<file path="src/rtl/nnd_pkg.sv">
// ----------------------------------------------------------------------------
// nnd_pkg
// Shared types, constants and helpers for the nearest-neighbor downscaler.
// ----------------------------------------------------------------------------
package nnd_pkg;

   // Largest image side the block handles.
   localparam int unsigned MAX_DIM     = 4096;

   // Field widths.
   localparam int unsigned SIZE_W      = 13;
   localparam int unsigned COORD_W     = 12;
   localparam int unsigned PIXEL_W     = 24;
   localparam int unsigned PROD_W      = COORD_W + SIZE_W;

   // Depth of the queue between front and back (a power of two).
   localparam int unsigned QUEUE_DEPTH = 2;

   // Configuration register indexes.
   localparam int unsigned CSR_INDEX_W    = 8;
   localparam logic [CSR_INDEX_W-1:0] REG_IN_WIDTH   = 8'd0;
   localparam logic [CSR_INDEX_W-1:0] REG_IN_HEIGHT  = 8'd1;
   localparam logic [CSR_INDEX_W-1:0] REG_OUT_WIDTH  = 8'd2;
   localparam logic [CSR_INDEX_W-1:0] REG_OUT_HEIGHT = 8'd3;

   // Effective image sizes, already clamped to 1..MAX_DIM.
   typedef struct packed {
      logic [SIZE_W-1:0] in_width;
      logic [SIZE_W-1:0] in_height;
      logic [SIZE_W-1:0] out_width;
      logic [SIZE_W-1:0] out_height;
   } size_type;

   // One classified pixel, handed from front to back.
   typedef struct packed {
      logic [COORD_W-1:0] row;
      logic [COORD_W-1:0] col;
      logic [PIXEL_W-1:0] pixel;
      logic               last;
   } entry_type;

   // A size of zero counts as one, and anything above MAX_DIM as MAX_DIM.
   function automatic logic [SIZE_W-1:0] eff_size(input logic [SIZE_W-1:0] v);
      logic [SIZE_W-1:0] r;
      if (v == '0) begin
         r = SIZE_W'(1);
      end else if (32'(v) > MAX_DIM) begin
         r = SIZE_W'(MAX_DIM);
      end else begin
         r = v;
      end
      return r;
   endfunction

endpackage

</file>
<file path="src/rtl/nnd_front.sv">
// ----------------------------------------------------------------------------
// nnd_front
// Accepts source pixels, tracks the source row and column in raster order,
// flags the last pixel of a frame and pushes each item into the queue.
// ----------------------------------------------------------------------------
module nnd_front (
   input  logic                             clock,
   input  logic                             reset,
   input  nnd_pkg::size_type                sizes,
   input  logic                             req_tvalid,
   output logic                             req_tready,
   input  logic [nnd_pkg::PIXEL_W-1:0]      req_tdata,   // [23:0] pixel_in
   output logic                             push,
   output nnd_pkg::entry_type               push_entry,
   input  logic                             queue_full
);

   logic [nnd_pkg::COORD_W-1:0] row_ff, row_in;
   logic [nnd_pkg::COORD_W-1:0] col_ff, col_in;
   logic [nnd_pkg::COORD_W-1:0] row_eff, col_eff;
   logic                        row_end, frame_end;

   assign req_tready = !queue_full;
   assign push       = req_tvalid && req_tready;

   // A counter that is out of range after a size change restarts at zero.
   always_comb begin
      row_eff = ({1'b0, row_ff} >= sizes.in_height) ? '0 : row_ff;
      col_eff = ({1'b0, col_ff} >= sizes.in_width)  ? '0 : col_ff;
      row_end   = ({1'b0, col_eff} == sizes.in_width - nnd_pkg::SIZE_W'(1));
      frame_end = ({1'b0, row_eff} == sizes.in_height - nnd_pkg::SIZE_W'(1));
   end

   // Item handed to the back.
   always_comb begin
      push_entry.row   = row_eff;
      push_entry.col   = col_eff;
      push_entry.pixel = req_tdata;
      push_entry.last  = row_end && frame_end;
   end

   // Raster counters advance once per accepted item.
   always_comb begin
      row_in = row_ff;
      col_in = col_ff;
      if (push) begin
         if (row_end) begin
            col_in = '0;
            row_in = frame_end ? '0 : row_eff + nnd_pkg::COORD_W'(1);
         end else begin
            col_in = col_eff + nnd_pkg::COORD_W'(1);
            row_in = row_eff;
         end
      end
   end

   always_ff @(posedge clock) begin
      if (reset) begin
         row_ff <= '0;
         col_ff <= '0;
      end else begin
         row_ff <= row_in;
         col_ff <= col_in;
      end
   end

endmodule

</file>
<file path="src/rtl/nnd_queue.sv">
// ----------------------------------------------------------------------------
// nnd_queue
// Short register queue that decouples the front from the back.
// ----------------------------------------------------------------------------
module nnd_queue (
   input  logic                clock,
   input  logic                reset,
   input  logic                push,
   input  nnd_pkg::entry_type  push_entry,
   output logic                full,
   input  logic                pop,
   output logic                not_empty,
   output nnd_pkg::entry_type  pop_entry
);

   localparam int unsigned PTR_W = (nnd_pkg::QUEUE_DEPTH > 1) ?
                                   $clog2(nnd_pkg::QUEUE_DEPTH) : 1;
   localparam int unsigned CNT_W = $clog2(nnd_pkg::QUEUE_DEPTH + 1);

   nnd_pkg::entry_type   slot_ff [nnd_pkg::QUEUE_DEPTH];
   logic [PTR_W-1:0]     wr_ptr_ff, wr_ptr_in;
   logic [PTR_W-1:0]     rd_ptr_ff, rd_ptr_in;
   logic [CNT_W-1:0]     count_ff, count_in;

   assign full      = (count_ff == CNT_W'(nnd_pkg::QUEUE_DEPTH));
   assign not_empty = (count_ff != '0);
   assign pop_entry = slot_ff[rd_ptr_ff];

   // Pointers wrap naturally since the depth is a power of two.
   always_comb begin
      wr_ptr_in = push ? wr_ptr_ff + PTR_W'(1) : wr_ptr_ff;
      rd_ptr_in = pop  ? rd_ptr_ff + PTR_W'(1) : rd_ptr_ff;
      count_in  = count_ff;
      if (push && !pop) begin
         count_in = count_ff + CNT_W'(1);
      end else if (pop && !push) begin
         count_in = count_ff - CNT_W'(1);
      end
   end

   always_ff @(posedge clock) begin
      if (reset) begin
         wr_ptr_ff <= '0;
         rd_ptr_ff <= '0;
         count_ff  <= '0;
      end else begin
         wr_ptr_ff <= wr_ptr_in;
         rd_ptr_ff <= rd_ptr_in;
         count_ff  <= count_in;
      end
   end

   // Storage needs no reset.
   always_ff @(posedge clock) begin
      if (push) begin
         slot_ff[wr_ptr_ff] <= push_entry;
      end
   end

endmodule

</file>
<file path="src/rtl/nnd_back.sv">
// ----------------------------------------------------------------------------
// nnd_back
// Scales the source coordinates of one item at a time: a multiply, then a
// restoring division one quotient bit per cycle for row and column in
// parallel, then a registered result on the output channel.
// ----------------------------------------------------------------------------
module nnd_back (
   input  logic                             clock,
   input  logic                             reset,
   input  nnd_pkg::size_type                sizes,
   input  logic                             not_empty,
   input  nnd_pkg::entry_type               pop_entry,
   output logic                             pop,
   output logic                             rsp_tvalid,
   input  logic                             rsp_tready,
   output logic [47:0]                      rsp_tdata,
   output logic                             rsp_tlast
);

   localparam int unsigned CW     = nnd_pkg::COORD_W;
   localparam int unsigned SW     = nnd_pkg::SIZE_W;
   localparam int unsigned PW     = nnd_pkg::PROD_W;
   localparam int unsigned STEP_W = $clog2(CW);

   localparam logic [1:0] ST_IDLE = 2'd0;
   localparam logic [1:0] ST_MUL  = 2'd1;
   localparam logic [1:0] ST_DIV  = 2'd2;
   localparam logic [1:0] ST_DONE = 2'd3;

   logic [1:0]                  state_ff, state_in;
   logic [STEP_W-1:0]           step_ff, step_in;
   nnd_pkg::entry_type          item_ff, item_in;
   logic [SW-1:0]               rem_row_ff, rem_row_in, rem_col_ff, rem_col_in;
   logic [CW-1:0]               num_row_ff, num_row_in, num_col_ff, num_col_in;
   logic                        out_valid_ff, out_valid_in;
   logic [CW-1:0]               out_row_ff, out_row_in, out_col_ff, out_col_in;
   logic [nnd_pkg::PIXEL_W-1:0] out_pixel_ff, out_pixel_in;
   logic                        out_last_ff, out_last_in;

   logic [PW-1:0]               prod_row, prod_col;
   logic [SW:0]                 trial_row, trial_col;
   logic                        fit_row, fit_col;
   logic                        out_free;

   assign rsp_tvalid = out_valid_ff;
   assign rsp_tdata  = {out_pixel_ff, out_col_ff, out_row_ff};
   assign rsp_tlast  = out_last_ff;
   assign out_free   = !out_valid_ff || rsp_tready;
   assign pop        = (state_ff == ST_IDLE) && not_empty;

   // Products of source position and destination size.
   assign prod_row = PW'(item_ff.row) * PW'(sizes.out_height);
   assign prod_col = PW'(item_ff.col) * PW'(sizes.out_width);

   // One restoring division step on each coordinate.
   always_comb begin
      trial_row = {rem_row_ff, num_row_ff[CW-1]};
      trial_col = {rem_col_ff, num_col_ff[CW-1]};
      fit_row   = (trial_row >= {1'b0, sizes.in_height});
      fit_col   = (trial_col >= {1'b0, sizes.in_width});
   end

   // Sequencer and datapath.
   always_comb begin
      state_in     = state_ff;
      step_in      = step_ff;
      item_in      = item_ff;
      rem_row_in   = rem_row_ff;
      rem_col_in   = rem_col_ff;
      num_row_in   = num_row_ff;
      num_col_in   = num_col_ff;
      out_valid_in = out_valid_ff && !rsp_tready;
      out_row_in   = out_row_ff;
      out_col_in   = out_col_ff;
      out_pixel_in = out_pixel_ff;
      out_last_in  = out_last_ff;
      unique case (state_ff)
         ST_IDLE: begin
            if (pop) begin
               item_in  = pop_entry;
               state_in = ST_MUL;
            end
         end
         ST_MUL: begin
            // The product is below size times 4096, so its top bits
            // already sit below the divisor.
            rem_row_in = prod_row[PW-1:CW];
            num_row_in = prod_row[CW-1:0];
            rem_col_in = prod_col[PW-1:CW];
            num_col_in = prod_col[CW-1:0];
            step_in    = '0;
            state_in   = ST_DIV;
         end
         ST_DIV: begin
            rem_row_in = fit_row ? SW'(trial_row - {1'b0, sizes.in_height})
                                 : trial_row[SW-1:0];
            rem_col_in = fit_col ? SW'(trial_col - {1'b0, sizes.in_width})
                                 : trial_col[SW-1:0];
            num_row_in = {num_row_ff[CW-2:0], fit_row};
            num_col_in = {num_col_ff[CW-2:0], fit_col};
            step_in    = step_ff + STEP_W'(1);
            if (step_ff == STEP_W'(CW - 1)) begin
               state_in = ST_DONE;
            end
         end
         ST_DONE: begin
            // The quotients now sit in the numerator shift registers.
            if (out_free) begin
               out_valid_in = 1'b1;
               out_row_in   = num_row_ff;
               out_col_in   = num_col_ff;
               out_pixel_in = item_ff.pixel;
               out_last_in  = item_ff.last;
               state_in     = ST_IDLE;
            end
         end
         default: begin
            state_in = ST_IDLE;
         end
      endcase
   end

   always_ff @(posedge clock) begin
      if (reset) begin
         state_ff     <= ST_IDLE;
         out_valid_ff <= 1'b0;
      end else begin
         state_ff     <= state_in;
         out_valid_ff <= out_valid_in;
      end
   end

   // Payload registers need no reset.
   always_ff @(posedge clock) begin
      step_ff      <= step_in;
      item_ff      <= item_in;
      rem_row_ff   <= rem_row_in;
      rem_col_ff   <= rem_col_in;
      num_row_ff   <= num_row_in;
      num_col_ff   <= num_col_in;
      out_row_ff   <= out_row_in;
      out_col_ff   <= out_col_in;
      out_pixel_ff <= out_pixel_in;
      out_last_ff  <= out_last_in;
   end

endmodule

</file>
<file path="src/rtl/nearest_neighbor_downscaler.sv">
// ----------------------------------------------------------------------------
// nearest_neighbor_downscaler
// Streams source pixels in raster order and emits one destination write per
// pixel at the nearest-neighbor scaled row and column.
//
//   channel  direction  handshake              payload
//   req      in         req_tvalid/req_tready  tdata: pixel_in
//   rsp      out        rsp_tvalid/rsp_tready  tdata: dest_row, dest_col,
//                                              pixel_out; tlast: last_of_frame
//   csr      in         csr_valid/csr_ready    csr_index, csr_data
//
// Each item passes through the back in order: it is taken from the
// queue, multiplied, put through 12 divider steps (one quotient bit per
// cycle) and loaded into the output register. The divider sets the rate.
// The front and a two-item queue keep accepting while the back works.
// Reset clears the raster counters, the queue and the output valid, and
// sets all size registers to 1. A stalled output holds its item and the
// back waits before loading the next.
// ----------------------------------------------------------------------------
module nearest_neighbor_downscaler (
   input  logic                                 clock,
   input  logic                                 reset,
   // Input pixels.
   input  logic                                 req_tvalid,
   output logic                                 req_tready,
   input  logic [23:0]                          req_tdata,  // [23:0] pixel_in
   // Destination writes.
   output logic                                 rsp_tvalid,
   input  logic                                 rsp_tready,
   output logic [47:0]                          rsp_tdata,  // [11:0] dest_row,
                                                            // [23:12] dest_col,
                                                            // [47:24] pixel_out
   output logic                                 rsp_tlast,  // last_of_frame
   // Configuration writes.
   input  logic                                 csr_valid,
   output logic                                 csr_ready,
   input  logic [nnd_pkg::CSR_INDEX_W-1:0]      csr_index,
   input  logic [nnd_pkg::SIZE_W-1:0]           csr_data
);

   logic [nnd_pkg::SIZE_W-1:0] in_width_ff,   in_width_in;
   logic [nnd_pkg::SIZE_W-1:0] in_height_ff,  in_height_in;
   logic [nnd_pkg::SIZE_W-1:0] out_width_ff,  out_width_in;
   logic [nnd_pkg::SIZE_W-1:0] out_height_ff, out_height_in;
   nnd_pkg::size_type          sizes;
   logic                       csr_write;

   logic                       push, queue_full, pop, not_empty;
   nnd_pkg::entry_type         push_entry, pop_entry;

   assign csr_ready = 1'b1;
   assign csr_write = csr_valid && csr_ready;

   // Size registers; unknown indexes are ignored.
   always_comb begin
      in_width_in   = in_width_ff;
      in_height_in  = in_height_ff;
      out_width_in  = out_width_ff;
      out_height_in = out_height_ff;
      if (csr_write) begin
         unique case (csr_index)
            nnd_pkg::REG_IN_WIDTH:   in_width_in   = csr_data;
            nnd_pkg::REG_IN_HEIGHT:  in_height_in  = csr_data;
            nnd_pkg::REG_OUT_WIDTH:  out_width_in  = csr_data;
            nnd_pkg::REG_OUT_HEIGHT: out_height_in = csr_data;
            default: begin
            end
         endcase
      end
   end

   always_ff @(posedge clock) begin
      if (reset) begin
         in_width_ff   <= nnd_pkg::SIZE_W'(1);
         in_height_ff  <= nnd_pkg::SIZE_W'(1);
         out_width_ff  <= nnd_pkg::SIZE_W'(1);
         out_height_ff <= nnd_pkg::SIZE_W'(1);
      end else begin
         in_width_ff   <= in_width_in;
         in_height_ff  <= in_height_in;
         out_width_ff  <= out_width_in;
         out_height_ff <= out_height_in;
      end
   end

   // Clamped sizes seen by both halves.
   always_comb begin
      sizes.in_width   = nnd_pkg::eff_size(in_width_ff);
      sizes.in_height  = nnd_pkg::eff_size(in_height_ff);
      sizes.out_width  = nnd_pkg::eff_size(out_width_ff);
      sizes.out_height = nnd_pkg::eff_size(out_height_ff);
   end

   nnd_front u_front (
      .clock      (clock),
      .reset      (reset),
      .sizes      (sizes),
      .req_tvalid (req_tvalid),
      .req_tready (req_tready),
      .req_tdata  (req_tdata),
      .push       (push),
      .push_entry (push_entry),
      .queue_full (queue_full)
   );

   nnd_queue u_queue (
      .clock      (clock),
      .reset      (reset),
      .push       (push),
      .push_entry (push_entry),
      .full       (queue_full),
      .pop        (pop),
      .not_empty  (not_empty),
      .pop_entry  (pop_entry)
   );

   nnd_back u_back (
      .clock      (clock),
      .reset      (reset),
      .sizes      (sizes),
      .not_empty  (not_empty),
      .pop_entry  (pop_entry),
      .pop        (pop),
      .rsp_tvalid (rsp_tvalid),
      .rsp_tready (rsp_tready),
      .rsp_tdata  (rsp_tdata),
      .rsp_tlast  (rsp_tlast)
   );

endmodule

</file>
<file path="config.mk">
export PLATFORM = sky130hd
export DESIGN_NAME = nearest_neighbor_downscaler
export DESIGN_NICKNAME = d
export VERILOG_FILES = /design/src/rtl/nnd_pkg.sv /design/src/rtl/nnd_front.sv /design/src/rtl/nnd_queue.sv /design/src/rtl/nnd_back.sv /design/src/rtl/nearest_neighbor_downscaler.sv
export SDC_FILE = /design/constraint.sdc
export NUM_CORES = 1
export LEC_CHECK = 0
export BUFFER_PORTS_ARGS = -buffer_cell sky130_fd_sc_hd__clkbuf_2
export CAP_MARGIN = 0
export CORE_UTILIZATION = 40
export DETAILED_ROUTE_END_ITERATION = 8
export GPL_ROUTABILITY_DRIVEN = 1
export PLACE_DENSITY = 0.58
export SYNTH_ARGS = -nofsm -noshare
export SYNTH_HDL_FRONTEND = slang
export SYNTH_SLANG_ARGS = --single-unit
</file>
<file path="constraint.sdc">
create_clock -name clock -period 16 [get_ports clock]
set_input_delay 3.2 -clock clock [delete_from_list [all_inputs] [get_ports clock]]
set_output_delay 3.2 -clock clock [all_outputs]
set_load 0.05 [all_outputs]
</file>
==> flow_metrics.py, run 1 <==
metrics = {
    "timing": {
        "fin_setup_tns_ps": 0,
        "rsz0062_at_grt": "false",
        "max_freq_mhz": 136,
        "min_period_ps": 7370,
        "hold_violations": 0,
        "setup_violations": 0,
        "finalMaxSlewViolations": 0,
        "period_share_pct": 46.1,
        "worstMarginPinSlew_ps": 1160,
        "whs_ps": 411,
        "fin_ws_ps": 8630,
        "slew_headroom_pct": 22.2,
        "finClkSkew_ps": 16.3,
    },
    "clock_tree": {
        "numCtsBuffers": 39,
        "clock-root-buffer": "clkbuf_16",
        "insertion_delay_ps": 570,
        "cts_tree": "built",
        "cts_resized": 0,
        "htree_levels": 2,
        "clock_sinks": 333,
        "ctsHoldBuffers": 0,
        "cts_buffer_depth": 3,
        "clk_pin_slew_ps": 60,
        "cts_setup_buffers": 0,
    },
    "placement": {
        "place_congestion": 0.862,
        "pre_cts_ws_ps": 8740,
        "placed_area_um2": 27300,
        "dp_hpwl_um": 46600,
        "dp_cells": 3417,
        "port_buffers": 100,
    },
    "global_routing": {
        "overflow": 0,
        "grt_pass1_wl_um": 102000,
        "grt_max_degree": 95,
        "grt_use_total_pct": 19.4,
        "antenna_found_initial": 1,
        "first_global_vias": 19187,
    },
    "worst_setup_path": {
        "arrival_ps": 7640,
        "rr_worst_depth": 18,
        "path_delay_family": "adder cells",
        "crit_buf_inv": 3,
        "worst_r2r_startpoint": "out_height_ff[12]",
        "rr_endpoint": "u_back.rem_row_ff[12]",
        "slowest_stage": "o41ai_1",
        "cp.required_ps": 16270,
        "crit_top_cell": "fa_1",
        "critPathMaxFanout": 25,
        "reg2reg_slack_ps": 8630,
        "slowest_delay_ps": 980,
        "end_kind": "flip-flop",
        "path_class": "reg -> reg",
        "crit_chain": "nor2b_1, nand2_1, fa_1, inv_1, fa_1, fa_1, fa_1, inv_1, fa_1, inv_1, ha_1, o41ai_1, o311a_1, o311ai_0, or3_1, a31oi_1, xnor2_1, o21ai_0",
        "start_kind": "flip-flop",
    },
    "route": {
        "antenna_left": 0,
        "highest_layer": "met4",
        "drt_iter0_drc": 1159,
        "drt_pass1_iterations": 6,
        "met3WireLength_um": 3530,
        "drt-met1-wl_um": 28400,
        "routedWlPerCell_um": 17.9,
        "dr_wl_met2_um": 28800,
        "num_vias": 18346,
        "drc_errors": 0,
        "drt_wl_total_um": 62500,
        "viasPerCell": 5.26,
    },
    "floorplanning": {
        "die_y_um": 257,
        "rows": 93,
        "dieArea_um2": 66000,
        "die_x_um": 257,
        "pin_count": 102,
        "core-area_um2": 64300,
        "initial_core_util_pct": 40.4,
    },
    "logic_synthesis": {
        "avgSynthCellArea_um2": 10.2,
        "yosysSeqAreaShare_pct": 35.3,
        "synth-seq-cells": 333,
        "yosysWarningCount": 0,
        "syn-num-nets": 3014,
        "syn_inst": 2557,
        "synth_edf_count": 250,
        "syn_area_um2": 26000,
        "synth_ff_type": "edfxtp_1",
        "async_flop_share_pct": 0,
        "synthDistinctLibCells": 85,
    },
    "hold_path": {
        "hp-class": "reg -> reg",
        "hold_path_depth": 0,
        "min_to": "u_back.rsp_tlast",
        "hp-start": "u_back.item_ff[0]",
    },
    "final_layout": {
        "areaGrowthSynthToFinish_pct": 9.82,
        "n_antenna_cell": 0,
        "nets": 3060,
        "fillCellCount": 6149,
        "fin_cells": 3487,
        "layout.cells.most_common": "inv_1",
        "final_cell_mix": "342 x inv_1, 296 x nand2_1, 250 x edfxtp_1",
        "design_area_um2": 28600,
        "drive_above_1_share_pct": 10.4,
    },
    "power": {
        "ir_worst_vdd_mv": 0.135,
        "leakagePower_nw": 12.8,
        "power.density_nw_per_um2": 119,
    },
    "run": {
        "drv_cap": 0,
    },
    "outcome": {
        "outcome": "finished, final reports clean",
    },
}
-- cell type report --
class / count / area [um2] / area share [%]
flip-flops and latches: 333 / 9170 / 32.1
inverters: 345 / 1290 / 4.53
clock inverters: 25 / 259 / 0.907
well taps: 855 / 1070 / 3.75
repair buffers: 120 / 651 / 2.28
clock buffers: 45 / 998 / 3.50
multi-input cells: 1764 / 15100 / 52.9
-- cell usage after synthesis, types with 10 or more instances --
cell type,number,share of area (%)
ha_1,185,8.9
a21o_1,29,0.84
clkbuf_1,91,1.3
nor3_1,45,0.87
nand3_1,28,0.54
and3_1,10,0.24
nand4_1,24,0.58
o21ai_0,79,1.5
nand2_1,296,4.3
a31oi_1,16,0.38
and2_1,138,3.3
fa_1,222,17
a21oi_1,74,1.4
nand2b_1,21,0.51
buf_1,13,0.19
dfxtp_1,83,6.4
nor2_1,142,2.0
xor2_1,44,1.5
or3_1,18,0.43
nor2b_1,42,1.0
mux2_2,67,2.9
inv_1,343,5.0
nor4_1,14,0.34
nand3b_1,13,0.38
edfxtp_1,250,29
xnor2_1,42,1.4
mux2i_1,67,2.6
-- worst max-delay path by stage --
stage / depth (start not counted) / from / endpoint / slack, ps
after floorplan: 4 / req_tvalid / u_queue.slot_ff[0][0] / 9720
after global placement: 19 / out_height_ff[12] / u_back.rem_row_ff[12] / 8960
after detailed placement: 18 / out_height_ff[12] / u_back.rem_row_ff[12] / 8740
after CTS: 18 / out_height_ff[12] / u_back.rem_row_ff[12] / 8740
after global routing: 20 / out_width_ff[12] / u_back.rem_col_ff[9] / 8220
final: 18 / out_height_ff[12] / u_back.rem_row_ff[12] / 8630
-- registers in the layout, indices dropped and copies added (netlist names), 4 cells and up --
register and count:
u_back.step_ff 4, u_back.out_row_ff 12, u_back.out_col_ff 12, u_queue.slot_ff 98
u_back.rem_row_ff 13, in_width_ff 13, out_width_ff 13, u_back.out_pixel_ff 24
in_height_ff 13, u_back.rem_col_ff 13, out_height_ff 13, u_back.num_col_ff 12
u_front.col_ff 12, u_back.num_row_ff 12, u_front.row_ff 12, u_back.item_ff 49
-- stage by stage --
stage | util [%] | power, W
6_report | 44.4 | 0.00339
5_1_grt | 44.4 | 0.00361
4_1_cts | 44.4 | 0.00343
3_5_place_dp | 42.4 | 0.00253
3_3_place_gp | 42.4 | 0.00249
2_1_floorplan | - | 0.00218
-- per-layer routing --
layer / up-vias / track usage, %
li1: 8664 / -
met1: 9113 / 25.9
met2: 472 / 31.6
met3: 97 / 3.54
met4: 0 / 6.17
met5: - / 0
-- kinds of logic after synthesis --
logic type / Yosys count / share of synthesized area [%]
AOI/OAI and AO/OA: 309 / 7.83
xor gates and xnor gates: 86 / 2.90
adders and majority gates: 407 / 26.0
buffers and inverters: 460 / 6.76
DFF: 333 / 35.3
muxes: 135 / 5.52
other: 1 / 0.0144
and+or+nand+nor: 826 / 15.7
-- report_power, final --
group,total (W),internal (W),switching [W]
combinational,0.00105,0.000412,0.000635
clock,0.000882,0.000515,0.000367
sequential,0.00146,0.00124,0.000221
total,0.00339,0.00217,0.00122
Power figures use the tool's default switching activity.
==> inputs of run 2 (changes only) <==
Clock period 16 ns to 7.36 ns, I/O delays scaled along.
==> flow_metrics.py, run 2 (synthesized netlist as in run 1, its figures left out) <==
metrics = {
    "outcome": {
        "outcome": "finished, final reports clean",
    },
    "final_layout": {
        "layout.cells.most_common": "inv_1",
        "multi_input_area_um2": 15100,
        "largest-register": "u_queue.slot_ff",
        "design_area_um2": 28700,
        "regArea_um2": 9170,
        "fillCellCount": 6091,
        "largest_reg_flops": 98,
        "areaGrowthSynthToFinish_pct": 10.4,
        "nets": 3075,
        "largestRegisters": "u_queue.slot_ff x98, u_back.item_ff x49, u_back.out_pixel_ff x24",
        "drive_above_1_share_pct": 10.9,
        "final_cell_mix": "342 x inv_1, 296 x nand2_1, 250 x edfxtp_1",
        "n_antenna_cell": 0,
    },
    "timing": {
        "finClkSkew_ps": 18.5,
        "min_period_ps": 6830,
        "period_share_pct": 92.8,
        "finalMaxSlewViolations": 0,
        "slew_headroom_pct": 27.1,
        "setup_violations": 0,
        "rsz0062_at_grt": "false",
        "worstMarginPinSlew_ps": 1090,
        "hold_violations": 0,
        "fin_setup_tns_ps": 0,
        "max_freq_mhz": 146,
    },
    "worst_setup_path": {
        "cp-endpoint": "u_back.rem_col_ff[11]",
        "cp.required_ps": 7640,
        "arrival_ps": 7110,
        "rr_endpoint": "u_back.rem_col_ff[11]",
        "worst_r2r_startpoint": "out_width_ff[12]",
        "start_kind": "flip-flop",
        "end_kind": "flip-flop",
        "rr_worst_depth": 20,
        "critPathMaxFanout": 12,
        "path_class": "reg -> reg",
        "startpoint": "out_width_ff[12]",
        "reg2reg_slack_ps": 530,
    },
    "route": {
        "drc_errors": 0,
        "drt_wl_total_um": 61600,
        "drt_iter0_drc": 1201,
        "drt_pass1_iterations": 6,
        "viasPerCell": 5.27,
        "num_vias": 18450,
        "routedWlPerCell_um": 17.6,
        "antenna_left": 0,
    },
    "clock_tree": {
        "insertion_delay_ps": 560,
        "clock_sinks": 333,
        "ctsHoldBuffers": 0,
        "htree_levels": 2,
        "numCtsBuffers": 39,
        "cts_tree": "built",
        "cts_buffer_depth": 3,
        "clock-root-buffer": "clkbuf_16",
        "clk_pin_slew_ps": 70,
    },
    "hold_path": {
        "hp-class": "reg -> reg",
        "hp-start": "u_back.item_ff[2]",
    },
    "power": {
        "p_total_w": 0.00745,
        "ir_worst_vdd_mv": 0.252,
        "power.density_nw_per_um2": 259,
        "leakagePower_nw": 12.9,
    },
    "global_routing": {
        "grt_pass1_wl_um": 101000,
        "grt_use_total_pct": 19.0,
        "antenna_found_initial": 0,
        "first_global_vias": 19139,
        "overflow": 0,
        "grt_max_degree": 76,
    },
    "placement": {
        "port_buffers": 100,
        "place_congestion": 0.855,
        "dp_hpwl_um": 46200,
        "placed_area_um2": 27400,
    },
    "floorplanning": {
        "initial_core_util_pct": 40.4,
        "rows": 93,
        "pin_count": 102,
        "die_x_um": 257,
        "core-area_um2": 64300,
        "dieArea_um2": 66000,
        "die_y_um": 257,
    },
    "run": {
        "drv_cap": 0,
    },
}
-- run 2: cell types whose count changed in the layout (fill, tap and decap cells not counted), moves of 3 or more --
cell and delta:
buf_4 +15, clkbuf_1 +4, clkinv_2 -3, clkinvlp_4 -3
-- run 2: cell type report --
class                      instances  share of cell area [%]
multi-input combinational       1764                    52.6
sequential                       333                    31.9
inverter                         345                    4.51
tap                              855                    3.73
clock buffer                      50                    3.58
timing repair buffer             135                    2.66
clock inverter                    20                   0.954
-- run 2: metal layers --
| metal | up-vias | track usage (%) | share of wire [%] |
|---|---|---|---|
| met1 | 9146 | 25.8 | 45 |
| met3 | 101 | 3.11 | 5.3 |
| met4 | 0 | 5.77 | 2.8 |
| met5 | - | 0 | 0 |
| li1 | 8702 | - | - |
| met2 | 501 | 31.2 | 46 |
-- run 2: where the power goes --
| group | internal [W] | switching, W |
|---|---|---|
| combinational | 0.000899 | 0.00138 |
| clock | 0.00120 | 0.000794 |
| sequential | 0.00270 | 0.000470 |
| total | 0.00480 | 0.00265 |
-- run 2: worst max-delay path, stage by stage (launching register included) --
cell and delay (ps):
dfxtp_1 400, nor2b_2 560, nand2_1 170, fa_1 560, inv_1 50, fa_1 520, fa_1 460, fa_1 550
inv_1 60, fa_1 530, inv_1 40, ha_1 380, nand3_1 110, a2111oi_0 690, nor3_1 150, nor3_1 530
a311oi_1 280, nor2_1 170, o41ai_1 100, xor2_1 140, o21ai_0 90
-- run 2: how the worst min path moves through the flow --
stage                              endpoint  cells after the start
detailed placement   u_back.out_pixel_ff[1]                      0
finish               u_back.out_pixel_ff[1]                      0
floorplan            u_back.out_pixel_ff[0]                      0
global placement    u_back.out_pixel_ff[14]                      0
CTS                  u_back.out_pixel_ff[5]                      0
global route        u_back.out_pixel_ff[18]                      0
-- run 2: through the flow --
step | instances | hold WS, ps | worst slack [ps] | util [%]
6_report | 3502 | 419 | 528 | 44.6
5_1_grt | 3502 | 421 | 119 | 44.6
4_1_cts | 3502 | 419 | 288 | 44.6
3_3_place_gp | 3432 | 402 | 583 | 42.6
2_1_floorplan | 2557 | 400 | 1200 | -
3_5_place_dp | 3432 | 405 | 317 | 42.6
-- run 2: repair_timing --
item                                   in CTS  in global routing
endpoints found under the hold margin       0                  0
setup endpoints to repair                   0                  4
resized for setup                           0                  2
buffers inserted                            0                  0
==> inputs of run 3 (changes only) <==
Settings changed: ABC_AREA from default to 1.
==> flow_metrics.py, run 3 <==
metrics = {
    "logic_synthesis": {
        "synth-seq-cells": 333,
        "async_flop_share_pct": 0,
        "synth_ff_type": "edfxtp_1",
        "yosysSeqAreaShare_pct": 35.1,
        "netlist_top_cells_area": "edfxtp_1 29%, fa_1 17%, nand2_1 11%, ha_1 8.9%, inv_1 7.9%",
        "synth_top_area_cell": "edfxtp_1",
        "avgSynthCellArea_um2": 8.39,
        "synth_top_area_share_pct": 28.7,
        "syn-num-nets": 3571,
        "syn_area_um2": 26100,
        "yosysWarningCount": 0,
        "synth_edf_count": 250,
        "syn_inst": 3114,
        "synthDistinctLibCells": 57,
        "yosysMostFrequentCell": "nand2_1",
        "netlist_top_cells_count": "795 x nand2_1, 549 x inv_1, 330 x nor2_1, 250 x edfxtp_1, 222 x fa_1",
    },
    "final_layout": {
        "final_cell_mix": "795 x nand2_1, 548 x inv_1, 325 x nor2_1",
        "nets": 3647,
        "fin_cells": 4075,
        "largestRegisters": "u_queue.slot_ff x98, u_back.item_ff x49, u_back.out_pixel_ff x24",
        "largest-register": "u_queue.slot_ff",
        "drive_above_1_share_pct": 7.73,
        "fillCellCount": 6405,
        "areaGrowthSynthToFinish_pct": 10.2,
        "design_area_um2": 28800,
        "largest_reg_flops": 98,
        "n_antenna_cell": 0,
        "layout.cells.most_common": "nand2_1",
    },
    "worst_setup_path": {
        "rr_endpoint": "u_back.rem_col_ff[10]",
        "start_kind": "flip-flop",
        "arrival_ps": 7000,
        "slowest_stage": "fa_1",
        "reg2reg_slack_ps": 660,
        "crit_top_cell": "inv_1",
        "worst_r2r_startpoint": "out_width_ff[7]",
        "critPathMaxFanout": 8,
        "rr_worst_depth": 29,
        "cp-endpoint": "u_back.rem_col_ff[10]",
        "end_kind": "flip-flop",
        "cp.required_ps": 7660,
        "slowest_delay_ps": 540,
        "startpoint": "out_width_ff[7]",
        "path_class": "reg -> reg",
    },
    "global_routing": {
        "antenna_found_initial": 0,
        "grt_max_degree": 58,
        "grt_pass1_wl_um": 106000,
        "first_global_vias": 19992,
        "overflow": 0,
        "grt_use_total_pct": 20.2,
    },
    "power": {
        "power.density_nw_per_um2": 247,
        "leakagePower_nw": 14.0,
        "ir_worst_vdd_mv": 0.220,
    },
    "timing": {
        "max_freq_mhz": 149,
        "period_share_pct": 91.0,
        "finalMaxSlewViolations": 0,
        "finClkSkew_ps": 43.5,
        "slew_headroom_pct": 27.7,
        "fin_setup_tns_ps": 0,
        "worstMarginPinSlew_ps": 1070,
        "setup_violations": 0,
        "rsz0062_at_grt": "false",
        "min_period_ps": 6700,
        "hold_violations": 0,
    },
    "clock_tree": {
        "insertion_delay_ps": 580,
        "clock_sinks": 333,
        "ctsHoldBuffers": 0,
        "cts_setup_buffers": 0,
        "clk_pin_slew_ps": 60,
        "clock-root-buffer": "clkbuf_16",
        "cts_tree": "built",
        "htree_levels": 2,
        "cts_resized": 0,
        "cts_buffer_depth": 3,
        "numCtsBuffers": 38,
    },
    "floorplanning": {
        "rows": 93,
        "pin_count": 102,
        "die_x_um": 258,
        "initial_core_util_pct": 40.6,
        "die_y_um": 258,
        "dieArea_um2": 66400,
        "core-area_um2": 64500,
    },
    "run": {
        "drv_cap": 0,
    },
    "placement": {
        "port_buffers": 100,
        "dp_hpwl_um": 50400,
        "place_congestion": 0.927,
        "dp_cells": 4005,
        "placed_area_um2": 27500,
    },
    "route": {
        "antenna_left": 0,
        "drt_iter0_drc": 1443,
        "drt_pass1_iterations": 6,
        "routedWlPerCell_um": 16.0,
        "num_vias": 20173,
        "drc_errors": 0,
        "drt_wl_total_um": 65400,
        "viasPerCell": 4.95,
    },
    "hold_path": {
        "hp-class": "reg -> reg",
    },
    "outcome": {
        "outcome": "finished, final reports clean",
    },
}
-- run 3: changes by cell type after synthesis, moves of 26 or more --
cell / previous run / this run
inv_1: 343 / 549
xnor2_1: 42 / 13
nor2_1: 142 / 330
o21ai_0: 79 / 133
nor2b_1: 42 / 2
nor3_1: 45 / 16
nand2_1: 296 / 795
mux2i_1: 67 / 0
nand3_1: 28 / 102
and2_1: 138 / 1
a21oi_1: 74 / 150
mux2_2: 67 / 0
clkbuf_1: 91 / 65
-- run 3: logic make-up after synthesis --
kind of cell               after synthesis  share of synthesized area, %
adders and majority gates              407                          25.9
AOI/OAI and AO/OA                      348                          7.32
buffers and inverters                  645                          9.46
xor gates and xnor gates                35                          1.17
and+or+nand+nor                       1345                          21.1
other                                    1                        0.0143
DFF                                    333                          35.1
-- run 3: cell type report --
| cell class | instances | area, um2 | area share [%] |
|---|---|---|---|
| clock buffer | 50 | 1040 | 3.60 |
| clock inverter | 20 | 221 | 0.769 |
| inverter | 559 | 2100 | 7.28 |
| multi-input combinational | 2136 | 14600 | 50.5 |
| sequential | 333 | 9170 | 31.8 |
| tap | 855 | 1070 | 3.71 |
| timing repair buffer | 122 | 666 | 2.31 |
-- run 3: critical path, delay by kind of cell, from the launching register on --
kind / cells / cell delay (ps)
buffers and inverters: 8 / 810
adder cells (fa/ha/maj): 6 / 2690
flip-flops: 1 / 300
AND/OR/NAND/NOR: 8 / 1400
AO/OA/AOI/OAI: 7 / 1250
-- run 3: worst min-delay path by stage --
stage / startpoint / to / slack (ps) / depth (start not counted)
final: u_back.item_ff[23] / u_back.out_pixel_ff[22] / 410 / 0
after global routing: u_back.item_ff[24] / u_back.out_pixel_ff[23] / 420 / 0
after CTS: u_back.item_ff[4] / u_back.out_pixel_ff[3] / 410 / 0
after detailed placement: u_back.item_ff[0] / u_back.rsp_tlast / 410 / 0
after global placement: u_back.item_ff[4] / u_back.out_pixel_ff[3] / 400 / 0
after floorplan: u_back.item_ff[1] / u_back.out_pixel_ff[0] / 400 / 0
-- run 3: report_power, final --
group / internal (W) / leakage (nW) / switching [W]
sequential: 0.00265 / 3.04 / 0.000374
clock: 0.00109 / 0.611 / 0.000814
combinational: 0.000655 / 10.4 / 0.00154
total: 0.00439 / 14.0 / 0.00273
-- run 3: per-stage QoR --
stage	total power (W)	utilization (%)	hold WS, ps	setup slack, ps
2_1_floorplan	0.00455	-	400	1430
3_3_place_gp	0.00524	42.7	402	734
3_5_place_dp	0.00526	42.7	405	587
4_1_cts	0.00718	44.7	406	542
5_1_grt	0.00759	44.7	419	65.3
6_report	0.00712	44.7	409	661
-- run 3: layer usage --
metal	track usage, %	routed length (um)
met5	0	0
met1	28.9	31300
met4	4.75	1270
met3	3.31	4000
met2	31.8	28800
